`src/hw/rtl/thrs_pkg.sv`:
```
// ============================================================================
// thrs_pkg
// Shared types, codes and the CRC-8 helper for the one-wire thermometer
// read sequencer.
// ============================================================================
package thrs_pkg;

    // Input operation codes (replies from the bus engine).
    localparam logic [2:0] OP_START      = 3'd0;
    localparam logic [2:0] OP_RESET_DONE = 3'd1;
    localparam logic [2:0] OP_WRITE_DONE = 3'd2;
    localparam logic [2:0] OP_BIT_REPLY  = 3'd3;
    localparam logic [2:0] OP_BYTE_REPLY = 3'd4;
    localparam logic [2:0] OP_WAIT_DONE  = 3'd5;

    // Commands to the bus engine.
    localparam logic [2:0] CMD_NONE  = 3'd0;
    localparam logic [2:0] CMD_RESET = 3'd1;
    localparam logic [2:0] CMD_WRITE = 3'd2;
    localparam logic [2:0] CMD_RBIT  = 3'd3;
    localparam logic [2:0] CMD_RBYTE = 3'd4;
    localparam logic [2:0] CMD_WAIT  = 3'd5;

    // Final status codes.
    localparam logic [2:0] ST_OK           = 3'd0;
    localparam logic [2:0] ST_NO_PRES_CONV = 3'd1;
    localparam logic [2:0] ST_TIMEOUT      = 3'd2;
    localparam logic [2:0] ST_NO_PRES_READ = 3'd3;
    localparam logic [2:0] ST_CRC_ERR      = 3'd4;

    // Bus command bytes.
    localparam logic [7:0] ROM_SKIP       = 8'hCC;
    localparam logic [7:0] FN_CONVERT     = 8'h44;
    localparam logic [7:0] FN_READ_SCRPAD = 8'hBE;
    localparam logic [7:0] CRC_POLY       = 8'h8C;

    // Scratchpad layout: eight data bytes followed by the CRC byte.
    localparam logic [3:0] SCRPAD_DATA_BYTES = 4'd8;

    // Reset value of the ready poll limit.
    localparam logic [15:0] POLL_LIMIT_RST = 16'd800;

    // Payload of one input transfer.
    typedef struct packed {
        logic [2:0] op;
        logic       presence;
        logic       bit_in;
        logic [7:0] byte_in;
    } t_in_item;

    // Payload of one result transfer.
    typedef struct packed {
        logic [2:0]         command;
        logic [7:0]         write_data;
        logic               done_res;
        logic [2:0]         status;
        logic signed [15:0] temperature;
    } t_out_item;

    // Reflected CRC-8, one byte, LSB first.
    function automatic logic [7:0] crc8_byte(input logic [7:0] crc, input logic [7:0] data);
        logic [7:0] c;
        logic [7:0] d;
        logic       mix;
        c = crc;
        d = data;
        for (int k = 0; k < 8; k++) begin
            mix = c[0] ^ d[0];
            c   = {1'b0, c[7:1]};
            if (mix) begin
                c = c ^ CRC_POLY;
            end
            d = {1'b0, d[7:1]};
        end
        return c;
    endfunction

endpackage

```
`src/hw/rtl/thrs_in_stage.sv`:
```
// ============================================================================
// thrs_in_stage
// Input register: captures one transfer and holds it until the result
// register can take the processed item.
// ============================================================================
module thrs_in_stage (
    input  logic                i_clk,
    input  logic                i_rst_n,
    input  logic                i_valid,
    input  thrs_pkg::t_in_item  i_data,
    input  logic                i_advance,
    output logic                o_stall,
    output logic                o_fire,
    output thrs_pkg::t_in_item  o_item
);

    logic               r_valid;
    thrs_pkg::t_in_item r_data;
    logic               accept;

    // The held item moves on whenever the result register advances.
    assign o_fire  = r_valid & i_advance;
    assign o_stall = r_valid & ~i_advance;
    assign accept  = i_valid & ~o_stall;
    assign o_item  = r_data;

    // Valid flag.
    always_ff @(posedge i_clk) begin
        if (!i_rst_n) begin
            r_valid <= 1'b0;
        end else if (!o_stall) begin
            r_valid <= i_valid;
        end
    end

    // Payload needs no reset.
    always_ff @(posedge i_clk) begin
        if (accept) begin
            r_data <= i_data;
        end
    end

endmodule

```
`src/hw/rtl/thrs_step.sv`:
```
// ============================================================================
// thrs_step
// Sequencer state and the next-step logic: turns one bus reply into one
// command or final result, and holds the poll limit register.
// ============================================================================
module thrs_step (
    input  logic                i_clk,
    input  logic                i_rst_n,
    input  logic                i_fire,
    input  thrs_pkg::t_in_item  i_item,
    input  logic                i_cfg_we,
    input  logic [15:0]         i_cfg_wdata,
    output thrs_pkg::t_out_item o_result
);

    // Sequencer phases.
    localparam logic [3:0] PH_IDLE    = 4'd0;
    localparam logic [3:0] PH_RST1    = 4'd1;
    localparam logic [3:0] PH_SKIP1   = 4'd2;
    localparam logic [3:0] PH_CONV    = 4'd3;
    localparam logic [3:0] PH_POLL    = 4'd4;
    localparam logic [3:0] PH_WAITMS  = 4'd5;
    localparam logic [3:0] PH_RST2    = 4'd6;
    localparam logic [3:0] PH_SKIP2   = 4'd7;
    localparam logic [3:0] PH_RDCMD   = 4'd8;
    localparam logic [3:0] PH_READING = 4'd9;

    logic [15:0] r_poll_limit;
    logic [3:0]  r_phase,      n_phase;
    logic [15:0] r_polls_left, n_polls_left;
    logic [3:0]  r_bytes,      n_bytes;
    logic [7:0]  r_crc,        n_crc;
    logic [7:0]  r_temp_lo,    n_temp_lo;
    logic [7:0]  r_temp_hi,    n_temp_hi;
    logic [15:0] polls_dec;
    thrs_pkg::t_out_item res;

    assign polls_dec = r_polls_left - 16'd1;

    // Next state and result for the item in the input register.
    always_comb begin
        n_phase      = r_phase;
        n_polls_left = r_polls_left;
        n_bytes      = r_bytes;
        n_crc        = r_crc;
        n_temp_lo    = r_temp_lo;
        n_temp_hi    = r_temp_hi;
        res          = '0;
        unique case (r_phase)
            PH_IDLE: begin
                if (i_item.op == thrs_pkg::OP_START) begin
                    res.command = thrs_pkg::CMD_RESET;
                    n_phase     = PH_RST1;
                end
            end
            PH_RST1: begin
                if (i_item.op == thrs_pkg::OP_RESET_DONE) begin
                    if (i_item.presence) begin
                        res.command    = thrs_pkg::CMD_WRITE;
                        res.write_data = thrs_pkg::ROM_SKIP;
                        n_phase        = PH_SKIP1;
                    end else begin
                        res.done_res = 1'b1;
                        res.status   = thrs_pkg::ST_NO_PRES_CONV;
                        n_phase      = PH_IDLE;
                    end
                end
            end
            PH_SKIP1: begin
                if (i_item.op == thrs_pkg::OP_WRITE_DONE) begin
                    res.command    = thrs_pkg::CMD_WRITE;
                    res.write_data = thrs_pkg::FN_CONVERT;
                    n_phase        = PH_CONV;
                end
            end
            PH_CONV: begin
                if (i_item.op == thrs_pkg::OP_WRITE_DONE) begin
                    n_polls_left = r_poll_limit;
                    if (r_poll_limit == 16'd0) begin
                        res.done_res = 1'b1;
                        res.status   = thrs_pkg::ST_TIMEOUT;
                        n_phase      = PH_IDLE;
                    end else begin
                        res.command = thrs_pkg::CMD_RBIT;
                        n_phase     = PH_POLL;
                    end
                end
            end
            PH_POLL: begin
                if (i_item.op == thrs_pkg::OP_BIT_REPLY) begin
                    if (i_item.bit_in) begin
                        res.command = thrs_pkg::CMD_RESET;
                        n_phase     = PH_RST2;
                    end else begin
                        res.command = thrs_pkg::CMD_WAIT;
                        n_phase     = PH_WAITMS;
                    end
                end
            end
            PH_WAITMS: begin
                if (i_item.op == thrs_pkg::OP_WAIT_DONE) begin
                    n_polls_left = polls_dec;
                    if (polls_dec == 16'd0) begin
                        res.done_res = 1'b1;
                        res.status   = thrs_pkg::ST_TIMEOUT;
                        n_phase      = PH_IDLE;
                    end else begin
                        res.command = thrs_pkg::CMD_RBIT;
                        n_phase     = PH_POLL;
                    end
                end
            end
            PH_RST2: begin
                if (i_item.op == thrs_pkg::OP_RESET_DONE) begin
                    if (i_item.presence) begin
                        res.command    = thrs_pkg::CMD_WRITE;
                        res.write_data = thrs_pkg::ROM_SKIP;
                        n_phase        = PH_SKIP2;
                    end else begin
                        res.done_res = 1'b1;
                        res.status   = thrs_pkg::ST_NO_PRES_READ;
                        n_phase      = PH_IDLE;
                    end
                end
            end
            PH_SKIP2: begin
                if (i_item.op == thrs_pkg::OP_WRITE_DONE) begin
                    res.command    = thrs_pkg::CMD_WRITE;
                    res.write_data = thrs_pkg::FN_READ_SCRPAD;
                    n_phase        = PH_RDCMD;
                end
            end
            PH_RDCMD: begin
                if (i_item.op == thrs_pkg::OP_WRITE_DONE) begin
                    n_bytes     = 4'd0;
                    n_crc       = 8'd0;
                    res.command = thrs_pkg::CMD_RBYTE;
                    n_phase     = PH_READING;
                end
            end
            PH_READING: begin
                if (i_item.op == thrs_pkg::OP_BYTE_REPLY) begin
                    if (r_bytes == 4'd0) begin
                        n_temp_lo = i_item.byte_in;
                    end
                    if (r_bytes == 4'd1) begin
                        n_temp_hi = i_item.byte_in;
                    end
                    if (r_bytes < thrs_pkg::SCRPAD_DATA_BYTES) begin
                        n_crc       = thrs_pkg::crc8_byte(r_crc, i_item.byte_in);
                        n_bytes     = r_bytes + 4'd1;
                        res.command = thrs_pkg::CMD_RBYTE;
                    end else begin
                        // The ninth byte is the device CRC.
                        n_bytes      = 4'd0;
                        res.done_res = 1'b1;
                        n_phase      = PH_IDLE;
                        if (r_crc == i_item.byte_in) begin
                            res.status      = thrs_pkg::ST_OK;
                            res.temperature = $signed({r_temp_hi, r_temp_lo});
                        end else begin
                            res.status = thrs_pkg::ST_CRC_ERR;
                        end
                    end
                end
            end
            default: begin
                n_phase = PH_IDLE;
            end
        endcase
    end

    assign o_result = res;

    // Configuration register.
    always_ff @(posedge i_clk) begin
        if (!i_rst_n) begin
            r_poll_limit <= thrs_pkg::POLL_LIMIT_RST;
        end else if (i_cfg_we) begin
            r_poll_limit <= i_cfg_wdata;
        end
    end

    // Sequencer state updates when the item moves to the result register.
    always_ff @(posedge i_clk) begin
        if (!i_rst_n) begin
            r_phase      <= PH_IDLE;
            r_polls_left <= 16'd0;
            r_bytes      <= 4'd0;
            r_crc        <= 8'd0;
            r_temp_lo    <= 8'd0;
            r_temp_hi    <= 8'd0;
        end else if (i_fire) begin
            r_phase      <= n_phase;
            r_polls_left <= n_polls_left;
            r_bytes      <= n_bytes;
            r_crc        <= n_crc;
            r_temp_lo    <= n_temp_lo;
            r_temp_hi    <= n_temp_hi;
        end
    end

endmodule

```
`src/hw/rtl/thrs_out_stage.sv`:
```
// ============================================================================
// thrs_out_stage
// Result register: holds one result until the receiver takes it.
// ============================================================================
module thrs_out_stage (
    input  logic                i_clk,
    input  logic                i_rst_n,
    input  logic                i_fire,
    input  thrs_pkg::t_out_item i_result,
    input  logic                i_stall,
    output logic                o_advance,
    output logic                o_valid,
    output thrs_pkg::t_out_item o_data
);

    logic                r_valid;
    thrs_pkg::t_out_item r_data;

    // The register can load when empty or when its result is taken now.
    assign o_advance = ~r_valid | ~i_stall;
    assign o_valid   = r_valid;
    assign o_data    = r_data;

    // Valid flag.
    always_ff @(posedge i_clk) begin
        if (!i_rst_n) begin
            r_valid <= 1'b0;
        end else if (o_advance) begin
            r_valid <= i_fire;
        end
    end

    // Result payload.
    always_ff @(posedge i_clk) begin
        if (i_fire) begin
            r_data <= i_result;
        end
    end

endmodule

```
`src/hw/rtl/thermometer_read_sequencer_core.sv`:
```
// ============================================================================
// thermometer_read_sequencer_core
// Sequences a skip-ROM thermometer reading with CRC-8 check over a
// byte-level one-wire bus engine.
// ============================================================================
// Usage:
//   Input channel (i_in_valid, i_in_data, o_in_stall) carries bus engine
//   replies and the start request. Each accepted transfer yields exactly
//   one result transfer on the output channel (o_out_valid, o_out_data,
//   i_out_stall): the next bus command, or a final result with status and
//   raw temperature in sixteenths of a degree.
//   An input transfer is held in the input register and moves on to the
//   result register when that register advances; the result register
//   drives o_out_valid. Throughput is one item per cycle while the
//   receiver does not stall; the sequencer state loop closes between the
//   input and result registers: the state updates as the result loads.
//   When the receiver stalls, the result register holds, the input register
//   fills, and o_in_stall rises only once both are occupied. A synchronous
//   active-low reset empties both registers, returns the sequencer to idle
//   and loads the poll limit with 800. The user must write the poll limit
//   via i_cfg_we / i_cfg_wdata only while no reading is active; not enforced.
// ============================================================================
module thermometer_read_sequencer_core (
    input  logic                i_clk,
    input  logic                i_rst_n,
    input  logic                i_in_valid,
    input  thrs_pkg::t_in_item  i_in_data,
    output logic                o_in_stall,
    output logic                o_out_valid,
    output thrs_pkg::t_out_item o_out_data,
    input  logic                i_out_stall,
    input  logic                i_cfg_we,
    input  logic [15:0]         i_cfg_wdata
);

    logic                fire;
    logic                advance;
    thrs_pkg::t_in_item  item;
    thrs_pkg::t_out_item result;

    // Input register.
    thrs_in_stage u_in (
        .i_clk     (i_clk),
        .i_rst_n   (i_rst_n),
        .i_valid   (i_in_valid),
        .i_data    (i_in_data),
        .i_advance (advance),
        .o_stall   (o_in_stall),
        .o_fire    (fire),
        .o_item    (item)
    );

    // Sequencer state and step logic.
    thrs_step u_step (
        .i_clk       (i_clk),
        .i_rst_n     (i_rst_n),
        .i_fire      (fire),
        .i_item      (item),
        .i_cfg_we    (i_cfg_we),
        .i_cfg_wdata (i_cfg_wdata),
        .o_result    (result)
    );

    // Result register.
    thrs_out_stage u_out (
        .i_clk     (i_clk),
        .i_rst_n   (i_rst_n),
        .i_fire    (fire),
        .i_result  (result),
        .i_stall   (i_out_stall),
        .o_advance (advance),
        .o_valid   (o_out_valid),
        .o_data    (o_out_data)
    );

endmodule

```
`config.mk`:
```
export PLATFORM = sky130hd
export DESIGN_NAME = thermometer_read_sequencer_core
export DESIGN_NICKNAME = d
export VERILOG_FILES = /design/src/hw/rtl/thrs_pkg.sv /design/src/hw/rtl/thrs_in_stage.sv /design/src/hw/rtl/thrs_step.sv /design/src/hw/rtl/thrs_out_stage.sv /design/src/hw/rtl/thermometer_read_sequencer_core.sv
export SDC_FILE = /design/constraint.sdc
export NUM_CORES = 1
export LEC_CHECK = 0
export BUFFER_PORTS_ARGS = -buffer_cell sky130_fd_sc_hd__buf_4
export CAP_MARGIN = 10
export CORE_AREA = 2 2 124 126
export DETAILED_ROUTE_END_ITERATION = 8
export DIE_AREA = 0 0 126 128
export PLACE_DENSITY = 0.54
export SETUP_SLACK_MARGIN = 0.3
export SYNTH_ARGS = -nofsm -noshare
export SYNTH_HDL_FRONTEND = slang
export SYNTH_SLANG_ARGS = --single-unit
```
`constraint.sdc`:
```
create_clock -name i_clk -period 2.4 [get_ports i_clk]
set_clock_uncertainty 0.15 [all_clocks]
set_input_delay 0.24 -clock i_clk [delete_from_list [all_inputs] [get_ports i_clk]]
set_output_delay 0.24 -clock i_clk [all_outputs]
set_load 0.03 [all_outputs]
```
After elaboration in Yosys (flattened, before gate mapping):

Index checks and enable logic that the tools add are counted.

* $add $sub $neg: 2
* shifts and indexed selects: 0
* order comparisons: 1
* bitwise logic cells: 27
* equality and inequality tests: 28
* div/mod/pow operators: 0
* multipliers: 0
* multiplexer cells: 85
* reduce and logical (&&, ||, !) cells: 14

Operators by type and width (number)
* 8-bit two-way mux: 32
* 4-bit two-way mux: 20
* 16-bit two-way mux: 3
* 20-bit two-way mux: 2
* 4-bit case mux with 10 select lines: 1
* 3-bit two-way mux: 11
* 16-bit logical NOT: 2
* 16-bit case mux with 2 select lines: 1
* 8-bit case mux with 4 select lines: 1
* 10-bit two-way mux: 3
* 3-bit case mux with 10 select lines: 1
* 2-bit NOT with 3-bit output: 8
* 2-bit by 1-bit != test with 1-bit output, second input constant: 11
* 4-bit case mux with 5 select lines: 1
* 4-bit by 3-bit == test with 1-bit output, second input constant: 4
* 8-bit case mux with 2 select lines: 1
* 4-bit AND reduction: 4
* 16-bit by 1-bit subtractor with 16-bit output, second input constant: 1
* 15-bit two-way mux: 1
* 14-bit two-way mux: 1
* 12-bit AND reduction: 1
* 4-bit by 1-bit == test with 1-bit output, second input constant: 2
* 4-bit by 2-bit == test with 1-bit output, second input constant: 2
* 4-bit == test, second input constant: 2
* other kinds (19): 41

* flip-flop bits (word level): 110
* word-level logic and storage cells: 175
* memories kept: 0
* bits in latches: 0
* bits of input ports: 34
* memory bits (read-only): 0
* bits in writable memories: 0

Logic depth before layout (Yosys ltp):

* word-level depth: 40
* mapped depth: 9

Modules after synthesis:

Synthesis repeated with hierarchy kept, for this count alone.

* cell total of the unflattened synthesis: 537
* area, all modules: 5401.4 µm²

By module, submodules not included
* thrs_step: cells an instance 484, instances 1, area each 3991.3 µm²
* thrs_out_stage: cells an instance 35, instances 1, area each 965.9 µm²
* thrs_in_stage: cells an instance 18, instances 1, area each 444.2 µm²

Least setup slack after synthesis:

OpenSTA, ideal clock, no wires.

* kind: reg2reg
* start: register u_out.r_valid, in the netlist u_out.o_valid
* end: register u_step.r_temp_hi[0]
* path slack: -0.028 ns
* cell stages (with the launch flop): 9
* data arrival time: 2.162 ns
* path buffers: 0
* data required time: 2.133 ns
* clock period less this slack: 2.428 ns
* path through: dfxtp_1 -> nand2_1 -> nand2_1 -> inv_1 -> nand3b_1 -> nor4_1 -> nand2_1 -> mux2i_1 -> nor2b_1

* longest elaborated chain between the ends: 4

Ends and longest elaborated chain
* start: declaration: line thrs_out_stage.sv:16 `logic r_valid;`
* start signal: assignment: line thrs_out_stage.sv:29 `r_valid <= i_fire;`
* 1-bit NOT: line thrs_out_stage.sv:20 `assign o_advance = ~r_valid | ~i_stall;`
* 1-bit bitwise OR: line thrs_out_stage.sv:20
* 1-bit AND: line thrs_in_stage.sv:22 `assign o_fire = r_valid & i_advance;`
* net fire: line thermometer_read_sequencer_core.sv:36 `logic fire;`
* 4-bit AND reduction (no line)
* end signal: assignment: line thrs_step.sv:199 `r_temp_hi <= n_temp_hi;`
* end: declaration: line thrs_step.sv:34 `logic [7:0] r_temp_hi, n_temp_hi;`

The timed path passes the listed nets, and every way through them passes these cells.
A chain may end at the register's enable or synchronous reset.

==> results.yml <==
status:
  outcome: "complete, no violations"
critical_path:
  critPathSlowestCell: "sky130_fd_sc_hd__dfxtp_4"
  cp_slowest_stage_delay_ns: 0.37
  crit_path_cell_trace: "or2_4, xnor2_2, or3_1, a21oi_2, nand4_1, buf_6, a211o_1"
  worst-path-max-fanout: 5
  worstSetupEndpointType: "flop"
  cp_data_arrival_time_ns: 2.19
  worstPathRequired_ns: 2.35
  timing.critical_path.max_delay_family: "simple AND/OR/NAND/NOR gates"
  worst-path-buf-inv: 1
  category_of_the_critical_setup_timing_path: "flop to flop"
  critical_path_source_type: "flop"
clocking:
  cts-root-to-sink-buffers: 2
  tritoncts_num_sinks: 106
  clk_transition_reported_paths_ns: 0.07
  cts_htree_levels: 3
  tritoncts: "yes"
  tritoncts.num_buffers: 9
  clockRootBuffer: "sky130_fd_sc_hd__clkbuf_16"
  clk_latency_ns: 0.36
pwr:
  leakagePower_uw: 0.002901
  design_power_total_uw: 3670
  power_density_nw_per_um2: 509.6
  worst_supply_voltage_drop_on_vdd_mv: 0.3645
drt:
  routedWlPerCell_um: 15.65
  routed-via-count: 4472
  route.detailed.drc: 0
  totalWireLength_um: 13540
  antenna_violating_nets_post_route: 0
  vias_per_cell: 5.170
  dr.first_iter.drc_count: 241
  detailedRoute.firstPassIterationCount: 4
grt:
  globalRoute.totalOverflow: 0
  globalRoute.busiestLayer: "met2"
  globalRouteTotalUtil: 0.1707
  globalRouteMet3Util: 0.04007
  antenna_found_initial: 0
  first_global_vias: 4442
  grt_pass1_wl_um: 22080
  grt_use_met2: 0.2919
  grt_start_max_net_pins: 53
  use_met1: 0.2057
place:
  postPlaceCellArea_um2: 6262
  dp_hpwl_um: 9216
  placement.io_buffers: 65
  placed_cells_incl_taps: 801
  gp_routability_congestion: 0.8326
final_layout:
  finish.net_count: 711
  final_area_um2: 7201
  post_route_cells_drive_above_1_share: 0.2880
  flow.area_growth_from_synthesis_pct: 34.27
  instances_no_fill: 865
  num-fill-cells: 1389
  antenna_cells_inserted: 0
sta:
  grt_setup_unrepaired: "true"
  setup_tns_ns: 0
  finalSetupViolations: 0
  holdWs_ns: 0.008157
  fin_crit_sh: 0.9328
  final-hold-violation-count: 0
  timing.final.max_slew_violations: 0
  achievable-frequency_mhz: 446.7
  fin_crit_ns: 2.239
yosys:
  netlist_instances: 549
  ys_ff_latch: 106
  postSynth.asyncResetShare: 0
  yosysUniqueCellTypes: 65
  synth_flop_cell: "sky130_fd_sc_hd__dfxtp_1"
  number_of_flops_mapped_to_enable_cells_by_yosys: 40
  syn_avg_cell_area_um2: 9.768
  synth.yosys.warnings: 0
  syn_area_um2: 5363
  synth.net_count: 588
  synth_sequential_area_ratio: 0.4704
floorplan:
  io_pins: 67
  floorplan.die.height_um: 128
  die_area_um2: 16130
  initial_utilization: 0.3608
  design.core.area_um2: 14860
  floorplan.rows: 45
  chipWidth_um: 126
run:
  cap_viol_max_count: 0
min_path:
  min-delay-path-class: "primary input to flop"
-- cell families (layout without fill, tap and decap cells) --
family,after synthesis,after routing,synth area share
fa+ha+maj,5,5,0.01167
xor+xnor,20,20,0.03523
compound gates,109,109,0.1414
mux,36,36,0.06720
buf+inv,49,176,0.03943
flops,106,106,0.4704
other cells,1,1,0.0006993
simple gates,223,224,0.2340
-- tightest hold or removal path: stages --
cell and delay, ns:
sky130_fd_sc_hd__buf_4 0.08, sky130_fd_sc_hd__mux2i_1 0.06, sky130_fd_sc_hd__nor2b_1 0.10
-- cell usage after synthesis, drive strengths merged, types with 2 or more instances --
cell type / count / area [um2]
a211o: 4 / 35.03
a21boi: 7 / 52.55
a21o: 2 / 15.01
a21oi: 23 / 115.1
a22oi: 11 / 82.58
a31oi: 3 / 18.77
a41oi: 2 / 17.52
and2: 26 / 162.7
and3: 5 / 31.28
buf: 11 / 68.82
clkbuf: 26 / 97.59
dfxtp: 66 / 1321
edfxtp: 40 / 1201
ha: 5 / 62.56
inv: 12 / 45.04
mux2i: 36 / 360.4
nand2: 31 / 116.4
nand2b: 7 / 43.79
nand3: 11 / 55.05
nand3b: 7 / 52.55
nand4: 4 / 25.02
nor2: 44 / 165.2
nor2b: 42 / 262.8
nor3: 7 / 35.03
nor3b: 3 / 22.52
nor4: 13 / 96.34
nor4b: 5 / 50.04
o211ai: 2 / 28.78
o21a: 3 / 22.52
o21ai: 28 / 140.1
o21bai: 3 / 22.52
o221a: 4 / 45.04
o31ai: 5 / 37.54
or2: 2 / 12.52
or3: 7 / 43.79
or3b: 3 / 26.28
or4: 2 / 15.01
xnor2: 13 / 113.9
xor2: 6 / 52.55
-- cell type report --
cell class	instances	area (um2)	area share
multi-input cells	395	2895	0.4021
repair buffers	148	1214	0.1685
flip-flops and latches	106	2539	0.3526
inverters	12	53.80	0.007472
clock inverters	5	31.28	0.004344
clock buffers	11	232.7	0.03232
well taps	188	235.2	0.03267
-- state kept, by name (all words and copies together) (netlist names), 8 cells and up --
name,cells
u_in.o_item,13
u_step.r_polls_left,16
u_out.o_data,27
u_step.r_crc,8
u_step.r_poll_limit,16
u_step.r_temp_hi,8
u_step.r_temp_lo,8
-- placed cells by master (no fill, tap or decap), types with 4 or more instances in the layout --
master                          instances
sky130_fd_sc_hd__a211o_1                4
sky130_fd_sc_hd__a21boi_1               7
sky130_fd_sc_hd__a21oi_1               20
sky130_fd_sc_hd__a22oi_2                8
sky130_fd_sc_hd__and2_1                25
sky130_fd_sc_hd__and3_1                 5
sky130_fd_sc_hd__buf_4                115
sky130_fd_sc_hd__buf_6                  8
sky130_fd_sc_hd__clkbuf_16              9
sky130_fd_sc_hd__dfxtp_1               59
sky130_fd_sc_hd__dfxtp_2                4
sky130_fd_sc_hd__dlygate4sd3_1         24
sky130_fd_sc_hd__edfxtp_1              40
sky130_fd_sc_hd__ha_1                   4
sky130_fd_sc_hd__inv_1                  9
sky130_fd_sc_hd__mux2i_1               36
sky130_fd_sc_hd__nand2_1               27
sky130_fd_sc_hd__nand2b_1               6
sky130_fd_sc_hd__nand3_1               11
sky130_fd_sc_hd__nand3b_1               7
sky130_fd_sc_hd__nand4_1                4
sky130_fd_sc_hd__nor2_1                43
sky130_fd_sc_hd__nor2b_1               42
sky130_fd_sc_hd__nor3_1                 4
sky130_fd_sc_hd__nor4_1                 8
sky130_fd_sc_hd__o21ai_0                5
sky130_fd_sc_hd__o21ai_1               19
sky130_fd_sc_hd__o21ai_2                4
sky130_fd_sc_hd__o221a_1                4
sky130_fd_sc_hd__o31ai_1                4
sky130_fd_sc_hd__or3_1                  7
sky130_fd_sc_hd__xnor2_1               11
sky130_fd_sc_hd__xor2_1                 6
-- path summary, 6_finish.rpt --
path | from | slack [ns] | cells past startpoint | to
worst max-delay path | u_step.r_polls_left[0]$_SDFFE_PN0P_ | 0.16 | 7 | u_out.o_data[28]$_DFFE_PP_
worst min-delay path | i_cfg_wdata[0] | 0.008 | 3 | u_step.r_poll_limit[0]$_SDFFE_PN0P_
worst max register to register | u_step.r_polls_left[0]$_SDFFE_PN0P_ | 0.16 | 7 | u_out.o_data[28]$_DFFE_PP_
worst min register to register | u_step.r_crc[3]$_SDFFE_PN0P_ | 0.32 | 2 | u_step.r_crc[3]$_SDFFE_PN0P_
-- layer usage --
metal,wire [um],part of all wire
met3,533,0.039
met2,6609,0.49
met4,420,0.031
met5,0,0
met1,5974,0.44
-- power breakdown --
| part | total (uW) | switching (uW) | leakage (uW) | internal [uW] |
|---|---|---|---|---|
| logic | 375 | 189 | 0.00186 | 186 |
| clock network | 1340 | 636 | 0.000129 | 700 |
| registers | 1960 | 43.4 | 0.000910 | 1910 |
-- per-stage QoR --
stage | utilization | setup WS [ns]
global placement | 0.4213 | 0.08154
CTS | 0.4730 | 0.1625
finish | 0.4844 | 0.1613
global route | 0.4844 | 0.08320
detailed placement | 0.4213 | 0.01101
floorplan | - | 0.1306
-- what timing repair did --
item                                   in CTS  in global routing
pin swaps                                  20                 13
setup endpoints to repair                  41                 69
buffers inserted                           15                  7
endpoints found under the hold margin      24                  0
cloned                                      1                  1
resized for setup                          37                 28
hold buffers                               24                  0
(Power assumes the default switching activity.)
